**config.mk**
```make
export PLATFORM = sky130hd
export DESIGN_NAME = periodic_task_tick_scheduler
export DESIGN_NICKNAME = d
export VERILOG_FILES = /design/src/hw/rtl/ptts_pkg.sv /design/src/hw/rtl/ptts_timer_mem.sv /design/src/hw/rtl/periodic_task_tick_scheduler.sv
export SDC_FILE = /design/constraint.sdc
export NUM_CORES = 1
export LEC_CHECK = 0
export BUFFER_PORTS_ARGS = -buffer_cell sky130_fd_sc_hd__buf_2
export CAP_MARGIN = 25
export CORE_ASPECT_RATIO = 0.6
export CORE_MARGIN = 3
export CORE_UTILIZATION = 62
export CTS_CLUSTER_SIZE = 14
export DETAILED_ROUTE_END_ITERATION = 7
export MAX_ROUTING_LAYER = met4
export PLACE_DENSITY_LB_ADDON = 0.25
export SYNTH_ARGS = -nofsm -noshare
export SYNTH_HDL_FRONTEND = slang
export SYNTH_SLANG_ARGS = --single-unit
export TNS_END_PERCENT = 1
```
**constraint.sdc**
```tcl
create_clock -name i_clk -period 4.88 [get_ports i_clk]
set_clock_uncertainty 0.1 [all_clocks]
set_input_delay 0.488 -clock i_clk [delete_from_list [all_inputs] [get_ports i_clk]]
set_output_delay 0.488 -clock i_clk [all_outputs]
set_load 0.05 [all_outputs]
```
**src/hw/rtl/ptts_pkg.sv**
```systemverilog
// Shared types and field widths for the periodic task tick scheduler.
// No dependencies; imported by the top level and the timer store.
package ptts_pkg;

    // Item kinds carried on the input channel
    typedef enum logic [1:0] {
        KIND_SCHEDULE = 2'd0,
        KIND_SET      = 2'd1,
        KIND_TICK     = 2'd2,
        KIND_QUERY    = 2'd3
    } t_kind;

    // Fixed field widths of the item and result
    localparam int TASK_REQ_W = 3;
    localparam int PERIOD_W   = 16;
    localparam int DUE_MASK_W = 8;
    localparam int OVF_TASK_W = 3;

    // Write request into the timer store, address and data travel beside it
    typedef struct packed {
        logic en;
    } t_wr_ctl;

endpackage

```
**src/hw/rtl/ptts_timer_mem.sv**
```systemverilog
// Per-task timer store: one synchronous memory of {reload, countdown} words.
// Per-entry valid bits make unwritten entries read as zero after reset.
// Depends on ptts_pkg for the write control struct.
module ptts_timer_mem
    import ptts_pkg::*;
#(
    parameter int DEPTH = 8,
    parameter int AW    = 3,
    parameter int DW    = 32
) (
    input  logic          i_clk,
    input  logic          i_rst_n,
    input  t_wr_ctl       i_wr_ctl,
    input  logic [AW-1:0] i_wr_addr,
    input  logic [DW-1:0] i_wr_data,
    input  logic          i_rd_en,
    input  logic [AW-1:0] i_rd_addr,
    output logic [DW-1:0] o_rd_data
);

    logic [DW-1:0]    r_mem [DEPTH];
    logic [DEPTH-1:0] r_vld;
    logic [DW-1:0]    r_rd_data;
    logic             r_rd_vld;

    // Write port, no reset on the array
    always_ff @(posedge i_clk) begin
        if (i_wr_ctl.en) begin
            r_mem[i_wr_addr] <= i_wr_data;
        end
    end

    // Mark entries written since reset
    always_ff @(posedge i_clk) begin
        if (!i_rst_n) begin
            r_vld <= '0;
        end else if (i_wr_ctl.en) begin
            r_vld[i_wr_addr] <= 1'b1;
        end
    end

    // Registered read port
    always_ff @(posedge i_clk) begin
        if (i_rd_en) begin
            r_rd_data <= r_mem[i_rd_addr];
            r_rd_vld  <= r_vld[i_rd_addr];
        end
    end

    // Unwritten entries read as their reset value
    assign o_rd_data = r_rd_vld ? r_rd_data : '0;

endmodule

```
**src/hw/rtl/periodic_task_tick_scheduler.sv**
```systemverilog
// Periodic task tick scheduler top level: sequencer, flags and output register.
// Depends on ptts_pkg and ptts_timer_mem.
//
// Usage:
//   Input channel (i_valid / o_stall) carries one item: schedule, set active
//   bit, tick or query. Output channel (o_valid / i_stall) returns exactly one
//   result per item: run_now, the low eight due flags and the overrun task.
//   The block works on one item at a time. o_stall is low only while the
//   sequencer is idle; the output register lets the next item in while the
//   previous result still waits for the receiver.
//   Schedule, set and query items pass from S_EXEC to S_DONE, where the result
//   loads into the output register and raises o_valid. A tick walks the timer
//   memory one entry a cycle with the write back of entry t overlapping the
//   read of entry t+1; the single read port of the timer memory sets this pace.
//   A new item is taken only once the sequencer is back in S_IDLE.
//   Reset (synchronous, active low) clears the active bits, due flags, the
//   overrun task and the valid bits of the timer memory; no clearing pass.
//   When the receiver stalls, the result holds in the output register; a
//   finished item waiting behind it holds the sequencer and o_stall stays high.
module periodic_task_tick_scheduler
    import ptts_pkg::*;
#(
    parameter int TASK_COUNT  = 8,
    parameter int TIMER_WIDTH = 16
) (
    input  logic                  i_clk,
    input  logic                  i_rst_n,
    input  logic                  i_valid,
    output logic                  o_stall,
    input  logic [1:0]            i_kind,
    input  logic [TASK_REQ_W-1:0] i_task_req,
    input  logic [PERIOD_W-1:0]   i_period,
    input  logic                  i_enable,
    input  logic                  i_tick_overrun,
    output logic                  o_valid,
    input  logic                  i_stall,
    output logic                  o_run_now,
    output logic [DUE_MASK_W-1:0] o_due_mask,
    output logic [OVF_TASK_W-1:0] o_overflow_task
);

    localparam int IW = (TASK_COUNT > 1) ? $clog2(TASK_COUNT) : 1;
    localparam int TW = TIMER_WIDTH;
    localparam int DW = 2 * TIMER_WIDTH;

    typedef enum logic [1:0] {
        S_IDLE,
        S_EXEC,
        S_TICK,
        S_DONE
    } t_state;

    t_state                r_state;
    t_kind                 r_kind;
    logic [TASK_REQ_W-1:0] r_task;
    logic [PERIOD_W-1:0]   r_period;
    logic                  r_enable;
    logic                  r_ovr;

    logic [TASK_COUNT-1:0] r_active;
    logic [TASK_COUNT-1:0] r_due;
    logic [OVF_TASK_W-1:0] r_ovt;
    logic                  r_run;

    logic [IW:0]           r_idx;
    logic [IW-1:0]         r_widx;
    logic                  r_pend;

    logic                  r_out_valid;
    logic                  r_out_run;
    logic [DUE_MASK_W-1:0] r_out_due;
    logic [OVF_TASK_W-1:0] r_out_ovt;

    logic                  accept;
    logic                  task_ok;
    logic [IW-1:0]         task_idx;
    logic [TW-1:0]         per_tw;
    logic [DW-1:0]         rd_data;
    logic [TW-1:0]         rd_cnt;
    logic [TW-1:0]         rd_rel;
    logic [TW-1:0]         dec_cnt;
    logic                  tick_hit;
    logic [TW-1:0]         new_cnt;
    logic                  widx_active;
    logic                  rd_en;
    logic                  out_free;
    logic                  last_entry;
    t_wr_ctl               wr_ctl;
    logic [IW-1:0]         wr_addr;
    logic [DW-1:0]         wr_data;
    logic [DUE_MASK_W-1:0] due_mask;

    // Input handshake
    assign o_stall = (r_state != S_IDLE);
    assign accept  = i_valid && !o_stall;

    // Task decode
    assign task_ok  = (32'(r_task) < TASK_COUNT);
    assign task_idx = IW'(r_task);
    assign per_tw   = TW'(r_period);

    // Decrement and reload of the entry coming out of the memory
    assign rd_cnt      = rd_data[TW-1:0];
    assign rd_rel      = rd_data[DW-1:TW];
    assign dec_cnt     = rd_cnt - TW'(1);
    assign tick_hit    = (dec_cnt == '0);
    assign new_cnt     = tick_hit ? rd_rel : dec_cnt;
    assign widx_active = r_active[r_widx];
    assign last_entry  = (r_widx == IW'(TASK_COUNT - 1));

    // Memory port selection
    assign rd_en = (r_state == S_TICK) && (32'(r_idx) < TASK_COUNT);

    always_comb begin
        wr_ctl.en = 1'b0;
        wr_addr   = task_idx;
        wr_data   = {per_tw, per_tw};
        if (r_state == S_TICK) begin
            wr_ctl.en = r_pend && widx_active;
            wr_addr   = r_widx;
            wr_data   = {rd_rel, new_cnt};
        end else if (r_state == S_EXEC) begin
            wr_ctl.en = (r_kind == KIND_SCHEDULE) && task_ok;
        end
    end

    ptts_timer_mem #(
        .DEPTH (TASK_COUNT),
        .AW    (IW),
        .DW    (DW)
    ) u_timer_mem (
        .i_clk     (i_clk),
        .i_rst_n   (i_rst_n),
        .i_wr_ctl  (wr_ctl),
        .i_wr_addr (wr_addr),
        .i_wr_data (wr_data),
        .i_rd_en   (rd_en),
        .i_rd_addr (r_idx[IW-1:0]),
        .o_rd_data (rd_data)
    );

    // Pack the low due flags, zero above the task count
    for (genvar g = 0; g < DUE_MASK_W; g++) begin : g_mask
        if (g < TASK_COUNT) begin : g_live
            assign due_mask[g] = r_due[g];
        end else begin : g_none
            assign due_mask[g] = 1'b0;
        end
    end

    assign out_free = !r_out_valid || !i_stall;

    // Sequencer, flags and output register
    always_ff @(posedge i_clk) begin
        if (!i_rst_n) begin
            r_state     <= S_IDLE;
            r_active    <= '0;
            r_due       <= '0;
            r_ovt       <= '0;
            r_run       <= 1'b0;
            r_idx       <= '0;
            r_widx      <= '0;
            r_pend      <= 1'b0;
            r_out_valid <= 1'b0;
        end else begin
            // Drop the result once taken, unless a new one loads now
            if (r_out_valid && !i_stall && (r_state != S_DONE)) begin
                r_out_valid <= 1'b0;
            end
            case (r_state)
                S_IDLE: begin
                    if (accept) begin
                        r_kind   <= t_kind'(i_kind);
                        r_task   <= i_task_req;
                        r_period <= i_period;
                        r_enable <= i_enable;
                        r_ovr    <= i_tick_overrun;
                        r_state  <= S_EXEC;
                    end
                end
                S_EXEC: begin
                    r_run  <= (r_kind == KIND_QUERY) && task_ok && !r_ovr &&
                              r_due[task_idx];
                    r_idx  <= '0;
                    r_pend <= 1'b0;
                    case (r_kind)
                        KIND_SCHEDULE: begin
                            if (task_ok) begin
                                r_active[task_idx] <= 1'b1;
                            end
                            r_state <= S_DONE;
                        end
                        KIND_SET: begin
                            if (task_ok) begin
                                r_active[task_idx] <= r_enable;
                            end
                            r_state <= S_DONE;
                        end
                        KIND_TICK: begin
                            r_state <= S_TICK;
                        end
                        KIND_QUERY: begin
                            if (task_ok && r_ovr) begin
                                r_ovt <= OVF_TASK_W'(r_task);
                            end
                            r_state <= S_DONE;
                        end
                        default: begin
                            r_state <= S_DONE;
                        end
                    endcase
                end
                S_TICK: begin
                    // Advance the read, write back the previous entry
                    if (rd_en) begin
                        r_idx  <= r_idx + 1'b1;
                        r_widx <= r_idx[IW-1:0];
                        r_pend <= 1'b1;
                    end else begin
                        r_pend <= 1'b0;
                    end
                    if (r_pend) begin
                        r_due[r_widx] <= widx_active && tick_hit;
                        if (last_entry) begin
                            r_state <= S_DONE;
                        end
                    end
                end
                S_DONE: begin
                    r_pend <= 1'b0;
                    if (out_free) begin
                        r_out_valid <= 1'b1;
                        r_out_run   <= r_run;
                        r_out_due   <= due_mask;
                        r_out_ovt   <= r_ovt;
                        r_state     <= S_IDLE;
                    end
                end
                default: begin
                    r_state <= S_IDLE;
                end
            endcase
        end
    end

    assign o_valid         = r_out_valid;
    assign o_run_now       = r_out_run;
    assign o_due_mask      = r_out_due;
    assign o_overflow_task = r_out_ovt;

`ifndef NO_ASSERTIONS
    // A pending write back always names a task inside the table
    a_widx_range: assert property (@(posedge i_clk) disable iff (!i_rst_n)
        r_pend |-> (32'(r_widx) < TASK_COUNT))
        else $error("write back index beyond task count");

    // Pending memory data only exists while walking the table
    a_pend_state: assert property (@(posedge i_clk) disable iff (!i_rst_n)
        r_pend |-> (r_state == S_TICK))
        else $error("pending read data outside tick walk");

    // An accepted item is executed in the next cycle
    a_accept_exec: assert property (@(posedge i_clk) disable iff (!i_rst_n)
        accept |=> (r_state == S_EXEC))
        else $error("accepted item not executed");

    // A finished item waits while the result register is held
    a_done_hold: assert property (@(posedge i_clk) disable iff (!i_rst_n)
        (r_state == S_DONE && r_out_valid && i_stall) |=>
            (r_state == S_DONE && r_out_valid))
        else $error("result overwritten under stall");
`endif

endmodule

```
## Yosys cells after proc, flatten, opt, wreduce, memory -nomap -nowiden

Memories as Yosys holds them, arrays and structs flattened. A register that Yosys moved wholly into a read port is not among the register bits.
Cells that the tools add are included.

| storage, ports and cells | value |
|---|---|
| memories | 1 |
| latch bits | 0 |
| word-level logic and storage cells | 114 |
| bits in writable memories | 256 |
| bits in registers | 75 |
| ROM bits | 0 |

| operators by class | value |
|---|---|
| $mul | 0 |
| equality and inequality tests | 13 |
| add/sub/neg operators | 2 |
| reductions and logical operators | 33 |
| shift operators | 0 |
| order comparisons | 8 |
| div/mod/pow operators | 0 |
| multiplexer cells | 36 |
| bitwise gates (word level) | 2 |

Memories:

| memory | words | bits a word | read ports | clocked after Yosys merged registers in | wr ports | RTL line | source |
|---|---|---|---|---|---|---|---|
| u_timer_mem.r_mem | 8 | 32 | 1 | 1 | 1 | ptts_timer_mem.sv:21 | `logic [DW-1:0] r_mem [DEPTH];` |

Operator list:

| operator | count |
|---|---|
| two-way mux 32 bit | 2 |
| bitwise mux 8 bit | 2 |
| zero test 16 bit | 1 |
| less-than comparator 3 x 4 -> 1 bit (second input constant) | 4 |
| two-way mux 16 bit | 1 |
| bitwise OR 8 bit | 2 |
| one-hot mux 8 bit (2 select lines) | 1 |
| subtractor 16 x 1 -> 16 bit (second input constant) | 1 |
| two-way mux 1 bit | 14 |
| inequality test 2 bit (second input constant) | 6 |
| logical AND 1 bit | 11 |
| binary-select mux 1 bit (select 3 bit) | 3 |
| demux 1 bit (select 3 bit) | 3 |
| greater-or-equal comparator 3 x 1 -> 1 bit (second input constant) | 3 |
| AND reduction 3 bit | 3 |
| equality test 2 bit (second input constant) | 4 |
| two-way mux 2 bit | 4 |
| one-hot mux 2 bit (4 select lines) | 1 |
| one-hot mux 4 bit (2 select lines) | 1 |
| AND reduction 2 bit | 4 |
| nonzero test 2 bit | 4 |
| adder 4 x 1 -> 4 bit (second input constant) | 1 |
| equality test 2 x 1 -> 1 bit (second input constant) | 2 |
| zero test 1 bit | 4 |
| 11 further kinds | 12 |

## Longest topological paths before layout

| logic depth | value |
|---|---|
| depth in word-level cells | 7 |
| mapped depth | 12 |

## By module

Synthesis repeated with hierarchy kept, for this count alone.

| second synthesis, totals | value |
|---|---|
| cell total of the unflattened synthesis | 839 |
| area, all modules | 14,785.4 µm² |

Modules (own cells, without submodules):

| module | area an instance (µm²) | cells each | sequential area each (µm²) | instances |
|---|---|---|---|---|
| ptts_timer_mem | 11,184.5 | 466 | 8,838.5 | 1 |
| periodic_task_tick_scheduler | 3,601.0 | 373 | 1,671.6 | 1 |

## Worst setup path before layout

No wires, ideal clock.

| path | value |
|---|---|
| path kind | register -> register |
| start | reg r_widx[1] |
| end | mem u_timer_mem.r_mem[0][0], enable pin |
| required time | 4,357 ps |
| path buffers | 1 |
| path slack | 1,405 ps |
| stages on the path, launching flop included | 7 |
| arrival time | 2,953 ps |
| cell sequence | dfxtp_1 -> buf_1 -> mux2i_1 -> mux4_2 -> o311ai_0 -> nand3b_1 -> nor2_1 |

| on the way | value |
|---|---|
| word-level cells in the longest chain between the ends | 6 |

Ends and longest elaborated chain:

| item | RTL line | source |
|---|---|---|
| start: declaration | periodic_task_tick_scheduler.sv:66 | `logic [IW-1:0] r_widx;` |
| start signal: assignment | periodic_task_tick_scheduler.sv:217 | `r_widx <= r_idx[IW-1:0];` |
| binary-select mux 1 bit (select 3 bit) | periodic_task_tick_scheduler.sv:108 | `assign widx_active = r_active[r_widx];` |
| two-way mux 1 bit (implied by the code) | periodic_task_tick_scheduler.sv:108 |  |
| logical AND 1 bit | periodic_task_tick_scheduler.sv:119 | `wr_ctl.en = r_pend && widx_active;` |
| two-way mux 1 bit | periodic_task_tick_scheduler.sv:118 | `if (r_state == S_TICK) begin` |
| two-way mux 1 bit | ptts_timer_mem.sv:28 | `if (i_wr_ctl.en) begin` |
| two-way mux 1 bit (implied by the code) | ptts_timer_mem.sv:29 | `r_mem[i_wr_addr] <= i_wr_data;` |
| end: declaration | ptts_timer_mem.sv:21 |  |

Several ways; a longest one is shown, not always the timed one. The select of a mux whose other input is x is not followed.

## Final worst setup path

| path | value |
|---|---|
| start | reg u_timer_mem.r_rd_vld |
| end | mem u_timer_mem.r_mem[6][13], data pin |

| on the way | value |
|---|---|
| word-level cells in the longest chain between the ends | 5 |

Ends and longest elaborated chain:

| item | RTL line | source |
|---|---|---|
| start: declaration | ptts_timer_mem.sv:24 | `logic r_rd_vld;` |
| start signal: assignment | ptts_timer_mem.sv:46 | `r_rd_vld <= r_vld[i_rd_addr];` |
| two-way mux 32 bit * | ptts_timer_mem.sv:51 | `assign o_rd_data = r_rd_vld ? r_rd_data : '0;` |
| subtractor 16 x 1 -> 16 bit | periodic_task_tick_scheduler.sv:105 | `assign dec_cnt = rd_cnt - TW'(1);` |
| zero test 16 bit | periodic_task_tick_scheduler.sv:106 | `assign tick_hit = (dec_cnt == '0);` |
| two-way mux 16 bit * | periodic_task_tick_scheduler.sv:107 | `assign new_cnt = tick_hit ? rd_rel : dec_cnt;` |
| two-way mux 32 bit * | periodic_task_tick_scheduler.sv:118 |  |
| net u_timer_mem.i_wr_data[13] | ptts_timer_mem.sv:15 | `input logic [DW-1:0] i_wr_data,` |

Mark *: on every way through the listed nets, which the timed path passes. The rest lies on a longest branch.

==> results_dict.tcl <==
set metrics [dict create \
    via_per_inst 6.49 \
    wirelength_um 33200 \
    drv_cap 0 \
    tightest_slew_ps 941 \
    clk_latency_ps 540 \
    dp_hpwl_um 19900 \
    drt_pre_antenna_iters 5 \
    irDropWorstVdd_v 0.000372 \
    ctsHoldBuffers 0 \
    grt_pass1_wl_um 50700 \
    yosys_warnings 0 \
    worstPathRequired_ps 4990 \
    hold_ws_ps 25.8 \
    gr-total-overflow 0 \
    reg2regPathDepth 9 \
    path_cells "nand2_1 > ha_1 > xor2_1 > nor4b_1 > nand3_1 > nor4_2 > nand4_2 > buf_4 > o21ai_0" \
    postCtsSetupBuffers 0 \
    htreeDepth 2 \
    slew_violations 0 \
    rsz0062_at_grt "false" \
    start_util_pct 63.4 \
    netlist_area_um2 14700 \
    place_congestion 0.943 \
    ioPinCount 41 \
    drtIter0Drc 1031 \
    synthFlopType "edfxtp_1" \
    die_w_um 205 \
    setup_tns_ps 0 \
    setup_violations 0 \
    diodes 0 \
    port_buffers 40 \
    vias 8116 \
    cts_resized 0 \
    min_delay_path_depth 1 \
    grt_max_degree 50 \
    die_h_um 125 \
    cp_slowest_cell "edfxtp_1" \
    drive_gt1_share_pct 26.6 \
    worstHoldPathType "in2reg" \
    nets 946 \
    crit_arrival_ps 4500 \
    p_total_mw 7.81 \
    cpPeakStageDelay_ps 780 \
    ys_seq_area_share_pct 71.3 \
    synth-edff-count 324 \
    syn_avg_cell_area_um2 17.1 \
    ys_seq_elements 363 \
    powerDensity_nw_per_um2 475 \
    slew_headroom_pct 36.6 \
    dieArea_um2 25700 \
    final_core_util_pct 70.8 \
    synth-async-reset-ratio_pct 0 \
    cts_buffers 35 \
    rows 43 \
    detail-route-antenna-nets 0 \
    synthCells 862 \
    static-leakage-power_nw 5.27 \
    cpLargestDelayFamily "simple AND/OR/NAND/NOR gates" \
    clkPwrFrac_pct 32.9 \
    root_buffer "clkbuf_16" \
    cts_tree "done" \
    grt_usage_pct 27.6 \
    critPathCaptureType "flop" \
    area.growth.synth_to_final_pct 11.6 \
    min_period_over_period_pct 90.0 \
    combPwrFrac_pct 16.4 \
    clkSlewWorstSetupHoldPaths_ps 60 \
    hold_viol 0 \
    core_area_um2 23200 \
    clock-sinks 363 \
    placed_area_um2 15400 \
    worstSetupPathType "reg2reg" \
    min_period_ps 4390 \
    path_depth 9 \
    cts_buffer_depth 3 \
    drc 0 \
    fin_area_um2 16400 \
    outcome "completed" \
    synth_nets 897 \
    sw_frac_of_total_pct 27.0 \
    internal-power_mw 5.70 \
    p_seq_share_pct 50.7 \
    p_sw_mw 2.10 \
    yosysUniqueCellTypes 64 \
    grt_pass1_vias 8187 \
    max_freq_ghz 0.228 \
    start_kind "flop" \
    crit_fanout 21 \
    antenna_found_initial 0 \
    cp_num_buf_inv 1 \
    wire_per_inst_um 26.6 \
]
==> routing by layer <==
metal,part of all wire (%),global-route usage [%],up-vias
li1,-,-,3522
met1,43,42.4,4108
met2,44,38.4,434
met3,11,6.64,52
met4,1.8,6.18,0
met5,0,-,-
==> synth_stat cells (2+ instances only) <==
library cell	n	share of area [%]
o22ai_1	2	0.085
edfxtp_1	324	66
nand2b_1	5	0.21
nand4_1	9	0.38
or2_2	3	0.13
a21o_1	2	0.10
inv_1	29	0.74
o211ai_1	2	0.10
ha_1	8	0.68
a31oi_1	7	0.30
o221a_2	3	0.23
a21boi_0	4	0.20
a22oi_1	5	0.25
o21bai_1	2	0.10
o21ai_0	36	1.2
xor2_1	3	0.18
nand3_1	15	0.51
a211oi_1	5	0.25
a21oi_1	20	0.68
xnor2_1	4	0.24
mux4_2	69	11
dfxtp_1	39	5.3
buf_1	8	0.20
o21a_1	10	0.51
nor4_1	6	0.25
and3b_1	2	0.12
mux2_2	36	2.8
nor2_1	38	0.97
mux2i_1	9	0.61
o31ai_2	8	0.68
and3_1	3	0.13
clkbuf_1	37	0.94
a31o_2	2	0.12
nor3_1	15	0.51
nor2b_1	14	0.59
nor4_2	2	0.17
nand2_1	49	1.2
==> kinds of logic after synthesis <==
kind of cell / after synthesis / share of synthesized area (%)
simple gates: 174 / 6.14
mux: 114 / 13.9
buf+inv: 76 / 1.99
xor+xnor: 7 / 0.416
compound gates: 120 / 5.56
fa+ha+maj: 8 / 0.679
flops: 363 / 71.3
==> final cells by class <==
| cell class | instances | area [µm²] |
|---|---|---|
| Sequential cell | 363 | 10500 |
| Fill cell | 1418 | 6800 |
| Multi-Input combinational cell | 423 | 4000 |
| Clock buffer | 46 | 937 |
| Tap cell | 315 | 394 |
| Timing Repair Buffer | 59 | 347 |
| Clock inverter | 16 | 146 |
| Inverter | 29 | 109 |
==> path summary, 6_finish.rpt <==
kind,startpoint,to,slack (ps)
setup / recovery,u_timer_mem.r_rd_vld$_DFFE_PP_,u_timer_mem.r_mem[6][13]$_DFFE_PP_,490
hold / removal,i_period[15],per_tw[15]$_DFFE_PP_,30
setup reg to reg,u_timer_mem.r_rd_vld$_DFFE_PP_,u_timer_mem.r_mem[6][13]$_DFFE_PP_,490
hold reg to reg,r_run$_SDFFE_PN0P_,o_run_now$_DFFE_PP_,340
==> worst register-to-register path, cell delays in order, from the launching register on <==
cell      delay, ps
edfxtp_1        780
nand2_1         220
ha_1            490
xor2_1          270
nor4b_1         320
nand3_1         140
nor4_2          410
nand4_2         370
buf_4           340
o21ai_0         640
==> power by group through the flow <==
stage	clock [mW]	sequential, mW	combinational [mW]
global route	2.75	3.98	1.40
global placement	0	4.01	1.20
finish	2.57	3.96	1.28
CTS	2.62	3.96	1.27
detailed placement	0	4.02	1.26
floorplan	0	3.90	0.962
==> state kept, by name, summed over array words and instances, names as in the netlist, 2 cells and up <==
name                   flops
r_ovt                      3
r_active                   8
u_timer_mem.r_rd_data     32
r_task                     3
r_kind                     2
r_idx                      4
u_timer_mem.r_mem        256
r_widx                     3
due_mask                   8
u_timer_mem.r_vld          8
o_due_mask                 8
r_state                    2
o_overflow_task            3
per_tw                    16
==> placed cells by master (no fill, tap or decap), drive strengths merged, types with 5 or more instances in the layout <==
| cell type | netlist | routed |
|---|---|---|
| dfxtp | 39 | 39 |
| nor2 | 38 | 38 |
| a31oi | 7 | 7 |
| nor4 | 9 | 9 |
| mux2 | 36 | 36 |
| a22oi | 5 | 5 |
| o21ai | 36 | 36 |
| nand2b | 5 | 5 |
| clkinv | 0 | 10 |
| edfxtp | 324 | 324 |
| ha | 8 | 8 |
| o21a | 10 | 10 |
| a21oi | 21 | 21 |
| clkbuf | 37 | 47 |
| nor2b | 14 | 14 |
| inv | 29 | 33 |
| nor3 | 15 | 15 |
| nand3 | 16 | 16 |
| o31ai | 9 | 9 |
| buf | 10 | 58 |
| nand2 | 49 | 49 |
| a211oi | 5 | 5 |
| nand4 | 10 | 10 |
| mux2i | 9 | 9 |
| mux4 | 69 | 69 |
==> metrics by stage <==
stage | setup WS (ps) | cells
after floorplan | 1400 | 862
after global placement | 891 | 1187
after detailed placement | 605 | 1188
after CTS | 570 | 1250
after global routing | 79.5 | 1251
final | 488 | 1251
Note: power is estimated with default switching activity, not from simulation.
